### src/hw/rtl/sipi_pkg.sv
package sipi_pkg;

  typedef logic signed [63:0] word_t;

  typedef struct packed {
    logic  start;
    word_t a;
    word_t b;
  } arith_req_t;

  typedef struct packed {
    logic  done;
    word_t res;
  } arith_rsp_t;

  localparam logic [1:0] OP_MATRIX = 2'd0;
  localparam logic [1:0] OP_VECTOR = 2'd1;
  localparam logic [1:0] OP_RUN    = 2'd2;

  localparam logic [1:0] ST_SINGULAR = 2'd0;
  localparam logic [1:0] ST_LIMIT    = 2'd1;
  localparam logic [1:0] ST_CONV     = 2'd2;
  localparam logic [1:0] ST_ZERO     = 2'd3;

  localparam logic [1:0] REG_SIZE = 2'd0;
  localparam logic [1:0] REG_TOL  = 2'd1;
  localparam logic [1:0] REG_ITER = 2'd2;

  localparam word_t W_MAX = 64'sh7FFF_FFFF_FFFF_FFFF;
  localparam word_t W_MIN = 64'sh8000_0000_0000_0000;

  function automatic logic [63:0] mag(input word_t a);
    return a[63] ? 64'(-a) : 64'(a);
  endfunction

  function automatic word_t apply_sign(input logic [63:0] m, input logic neg);
    if (neg) begin
      if (m > 64'h8000_0000_0000_0000) return W_MIN;
      return word_t'(-m);
    end
    if (m > 64'h7FFF_FFFF_FFFF_FFFF) return W_MAX;
    return word_t'(m);
  endfunction

  function automatic word_t sadd(input word_t a, input word_t b);
    word_t r;
    r = a + b;
    if (a[63] == b[63] && r[63] != a[63]) return a[63] ? W_MIN : W_MAX;
    return r;
  endfunction

  function automatic word_t ssub(input word_t a, input word_t b);
    word_t r;
    r = a - b;
    if (a[63] != b[63] && r[63] != a[63]) return a[63] ? W_MIN : W_MAX;
    return r;
  endfunction

  function automatic word_t sabs(input word_t a);
    if (a == W_MIN) return W_MAX;
    return a[63] ? -a : a;
  endfunction

endpackage

### src/hw/rtl/sipi_div.sv
module sipi_div import sipi_pkg::*; #(
  parameter int FRAC_BITS = 40
) (
  input  logic       clk,
  input  logic       rst,
  input  arith_req_t req,
  output arith_rsp_t rsp
);

  typedef enum logic [1:0] {D_IDLE, D_CHECK, D_RUN, D_FIN} dstate_t;

  dstate_t     st;
  logic [63:0] x;
  logic [63:0] d;
  logic        neg;
  logic        a_zero;
  logic        a_neg;
  logic [63:0] rem;
  logic [63:0] lo;
  logic [63:0] q;
  logic [5:0]  cnt;
  logic        done;
  word_t       res;
  logic [63:0] hi;
  logic [64:0] trial;

  assign hi    = x >> (64 - FRAC_BITS);
  assign trial = {rem, lo[63]};

  always_ff @(posedge clk) begin
    if (rst) begin
      st   <= D_IDLE;
      done <= 1'b0;
      cnt  <= '0;
    end else begin
      done <= 1'b0;
      case (st)
        D_IDLE: begin
          if (req.start) begin
            x      <= mag(req.a);
            d      <= mag(req.b);
            neg    <= req.a[63] ^ req.b[63];
            a_zero <= (req.a == '0);
            a_neg  <= req.a[63];
            st     <= D_CHECK;
          end
        end
        D_CHECK: begin
          if (d == '0) begin
            res  <= a_zero ? '0 : (a_neg ? W_MIN : W_MAX);
            done <= 1'b1;
            st   <= D_IDLE;
          end else if (hi >= d) begin
            res  <= apply_sign('1, neg);
            done <= 1'b1;
            st   <= D_IDLE;
          end else begin
            rem <= hi;
            lo  <= x << FRAC_BITS;
            q   <= '0;
            cnt <= '0;
            st  <= D_RUN;
          end
        end
        D_RUN: begin
          if (trial >= {1'b0, d}) begin
            rem <= 64'(trial - {1'b0, d});
            q   <= {q[62:0], 1'b1};
          end else begin
            rem <= trial[63:0];
            q   <= {q[62:0], 1'b0};
          end
          lo  <= {lo[62:0], 1'b0};
          cnt <= cnt + 6'd1;
          if (cnt == 6'd63) begin
            st <= D_FIN;
          end
        end
        D_FIN: begin
          res  <= apply_sign(q, neg);
          done <= 1'b1;
          st   <= D_IDLE;
        end
        default: st <= D_IDLE;
      endcase
    end
  end

  assign rsp.done = done;
  assign rsp.res  = res;

endmodule

### config.mk
export PLATFORM = sky130hd
export DESIGN_NAME = sipi_div
export DESIGN_NICKNAME = d
export VERILOG_FILES = /design/src/hw/rtl/sipi_pkg.sv /design/src/hw/rtl/sipi_div.sv
export SDC_FILE = /design/constraint.sdc
export NUM_CORES = 1
export LEC_CHECK = 0
export ABC_AREA = 1
export BUFFER_PORTS_ARGS = -buffer_cell sky130_fd_sc_hd__buf_2
export CAP_MARGIN = 30
export CORE_MARGIN = 2
export CORE_UTILIZATION = 38
export CTS_BUF_LIST = sky130_fd_sc_hd__clkbuf_8
export DETAILED_ROUTE_END_ITERATION = 10
export PLACE_DENSITY = 0.59
export SETUP_SLACK_MARGIN = 0.5
export SYNTH_ARGS = -nofsm -noshare
export SYNTH_HDL_FRONTEND = slang
export SYNTH_SLANG_ARGS = --single-unit
### constraint.sdc
create_clock -name clk -period 24.4 [get_ports clk]
set_clock_uncertainty 0.15 [all_clocks]
set_input_delay 0 -clock clk [delete_from_list [all_inputs] [get_ports clk]]
set_output_delay 0 -clock clk [all_outputs]
set_load 0.005 [all_outputs]
==> flow_summary.rst <==
.. list-table::
   :header-rows: 1

   * - Metric
     - Value
   * - Outcome
     - finished, final reports clean
   * - Peak supply drop
     - 0.0281 mV
   * - Endpoints failing hold
     - 0
   * - Timing-limited maximum frequency
     - 204 MHz
   * - CORE AREA
     - 71100 um2
   * - CTS tree
     - built
   * - GRT Overall Usage
     - 0.267
   * - Total nets after synthesis
     - 4075
   * - Num CTS Buffers
     - 69
   * - Area of the mapped netlist
     - 27200 um2
   * - Number of standard cells after synthesis
     - 3835
   * - HPWL after detailed placement
     - 79000 um
   * - Placed instance count
     - 4912
   * - DR vias
     - 27000
   * - Number of max-capacitance violations reported
     - 0
   * - 1st-pass router iterations
     - 8
   * - Power density relative to cell area
     - 54.3 nW/um2
   * - Slack of the worst reg-to-reg path
     - 19.51 ns
   * - Slew Limit Headroom
     - 0.341
   * - Sum of overflow across all layers after global routing
     - 0
   * - Worst Setup End Kind
     - flop
   * - Cell row count
     - 98
   * - Cell-internal power
     - 1.21 mW
   * - Number of sinks driven by the clock tree
     - 356
   * - Endpoint arrival time on the critical path
     - 5.03 ns
   * - Fin cells
     - 5251
   * - Setup TNS after final layout
     - 0 ns
   * - Number of instances resized during post-cts repair
     - 0
   * - Yosys warning count
     - 0
   * - Largest net degree at the start of global routing
     - 78
   * - Die area
     - 73700 um2
   * - Final WL
     - 100000 um
   * - Synth cell types
     - 47
   * - Final weighted congestion in routability-driven placement
     - 1.02
   * - Shortest period the worst path allows
     - 4.89 ns
   * - DIE HEIGHT
     - 272 um
   * - Final antenna-violating net count
     - 0
   * - WS Path Type
     - reg -> reg
   * - EDFF count, synth
     - 347
   * - Clk Tree Root Cell
     - clkbuf_8
   * - Final hold slack
     - 0.0914 ns
   * - Cell area after layout
     - 32800 um2
   * - Share of total power in sequential cells
     - 0.415
   * - Die Wd
     - 272 um
   * - RSZ-0062 raised after global routing
     - no
   * - Layout-stage area growth over the synthesis result
     - 20.5%
   * - Clock H-tree levels
     - 3
   * - Clk pwr share
     - 0.348
   * - Most common cell after layout, fill and taps aside
     - nand2_1
   * - Longest Clk Path Bufs
     - 3
   * - Post-layout power
     - 1.78 mW
   * - Count of filler cells inserted in the layout
     - 7337
   * - Switching power as a share of total power
     - 0.321
   * - Power share of the combinational group
     - 0.237
   * - Post-place setup slack
     - 19.42 ns
   * - Detailed-route vias per instance
     - 5.15
   * - Leakage power summed over all cells
     - 14.8 nW
   * - Worst hold path class
     - in -> reg
   * - Num ports
     - 196
   * - Finished Core Util
     - 0.461
   * - Final nets
     - 4491
   * - Placed cell area
     - 29200 um2
   * - Syn_area_per_cell
     - 7.09 um2
   * - Worst-Margin Slew
     - 0.979 ns
   * - Number of storage elements in the synthesis netlist
     - 356
   * - Global-route wire length before repair
     - 153000 um
   * - Number of port buffers
     - 195
   * - Effective utilization at floorplan
     - 0.382
   * - Drc violations
     - 0
   * - Top flip-flop cell by instance count after synthesis
     - edfxtp_1
   * - Clock-pin transition on the worst setup and hold timing paths
     - 0.06 ns
   * - Antenna violations before repair
     - 5
   * - Worst-path fanout max
     - 66
   * - Crit path launch type
     - flop
   * - Via count of the first global-routing pass
     - 25800
   * - Net switching power
     - 0.572 mW
   * - Final number of setup-violating endpoints
     - 0
   * - Count of pins over their slew limit
     - 0
   * - Data required time at the worst endpoint
     - 24.53 ns
   * - Initial DRC Count
     - 2380
   * - Final setup slack of the worst path
     - 19.51 ns
   * - Share of the cycle needed by the critical path after routing
     - 0.200
   * - Seq/Total Area, Yosys
     - 0.390
   * - Clock latency on the worst-skew pair
     - 0.67 ns
   * - Routed len/inst
     - 19.1 um
   * - Fraction of final layout cells sized beyond drive strength 1
     - 0.0863
   * - Leading cell types in the layout, fill and taps excluded
     - nand2_1, inv_1, nor2_1
   * - Post-synth ARST share
     - 0
sequential cells by signal, indices dropped and copies added (netlist names), named ones only:
signal / flops
x: 64
res: 64
st: 1
cnt: 6
neg: 1
q: 64
a_neg: 1
rem: 64
a_zero: 1
lo: 24
d: 64
done: 1
path summary, 6_finish.rpt:
check,start,cells after the start,endpoint
max,d[19],12,rem[61]
min,rst,3,cnt[5]
max reg2reg,d[19],12,rem[61]
min reg2reg,cnt[0],1,cnt[0]
cell type report:
type / instances / area (um2) / area share
diodes: 3 / 7.51 / 0.000229
well taps: 950 / 1190 / 0.0363
repair buffers: 436 / 3390 / 0.103
clock buffers: 69 / 950 / 0.0290
flip-flops and latches: 356 / 10600 / 0.323
inverters: 572 / 2150 / 0.0656
clock inverters: 49 / 428 / 0.0131
multi-input cells: 2816 / 14100 / 0.429
power groups by stage:
stage / sequential (mW) / combinational [mW] / clock, mW
2_1_floorplan: 0.753 / 0.249 / 0
3_3_place_gp: 0.750 / 0.379 / 0
3_5_place_dp: 0.750 / 0.380 / 0
6_report: 0.738 / 0.421 / 0.619
5_1_grt: 0.741 / 0.465 / 0.658
4_1_cts: 0.738 / 0.417 / 0.634
critical path, cell delays in order, from the launching register on:
cell and delay, ns:
edfxtp_1 0.35, inv_1 0.13, ha_1 0.26, a21o_1 0.18
o21ai_0 0.24, nand2_1 0.11, a21oi_1 0.14, nand2_1 0.06
nand2_1 0.05, nand3_1 0.33, a21oi_4 0.71, buf_4 0.85
buf_4 0.87
per-layer routing:
metal | share of wire | vias to the layer above | GRT usage
met5 | 0.00013 | - | 0
met3 | 0.076 | 140 | 0.0471
li1 | - | 13200 | -
met4 | 0.029 | 2 | 0.0862
met1 | 0.46 | 12700 | 0.380
met2 | 0.43 | 973 | 0.412
what timing repair did:
| action | in CTS | in global routing |
|---|---|---|
| setup buffers | 0 | 0 |
| hold buffers | 218 | 0 |
| hold endpoints to repair | 197 | 0 |
| endpoints found under the setup margin | 0 | 0 |
logic make-up (layout without fill, tap and decap cells):
logic type               count (synthesis)  after routing  share of synthesized area
AND/OR/NAND/NOR                       2146           2146                      0.331
flip-flops                             356            356                      0.390
XOR/XNOR                               198            198                     0.0638
buffers and inverters                  663           1126                     0.0947
adder cells (fa/ha/maj)                109            109                     0.0504
other                                    0              3                          0
AO/OA/AOI/OAI                          363            363                     0.0701
synthesized netlist by cell type (4+ instances only):
cell type | instances | area (um2)
o21ai_0 | 175 | 876
o31ai_1 | 4 | 30.0
nor2_2 | 14 | 87.6
xnor2_1 | 41 | 359
inv_2 | 15 | 56.3
nor3_1 | 59 | 295
nand2_2 | 5 | 31.3
buf_6 | 8 | 90.1
dfxtp_1 | 9 | 180
nand3b_1 | 28 | 210
nand3_1 | 262 | 1310
edfxtp_1 | 347 | 10400
o21bai_1 | 10 | 75.1
nor3b_1 | 4 | 30.0
a21oi_1 | 126 | 631
o21a_1 | 4 | 30.0
clkbuf_1 | 58 | 218
inv_1 | 555 | 2080
a31oi_1 | 6 | 37.5
xor2_1 | 157 | 1380
nor3_2 | 5 | 50.1
nor2_4 | 4 | 45.0
nand2_1 | 1116 | 4190
nor2_1 | 534 | 2000
nand4_1 | 81 | 507
buf_1 | 7 | 26.3
buf_2 | 15 | 75.1
a21o_1 | 7 | 52.6
nor4_1 | 21 | 131
or2_2 | 5 | 31.3
o21ai_1 | 25 | 125
ha_1 | 108 | 1350
(Power assumes the default switching activity.)
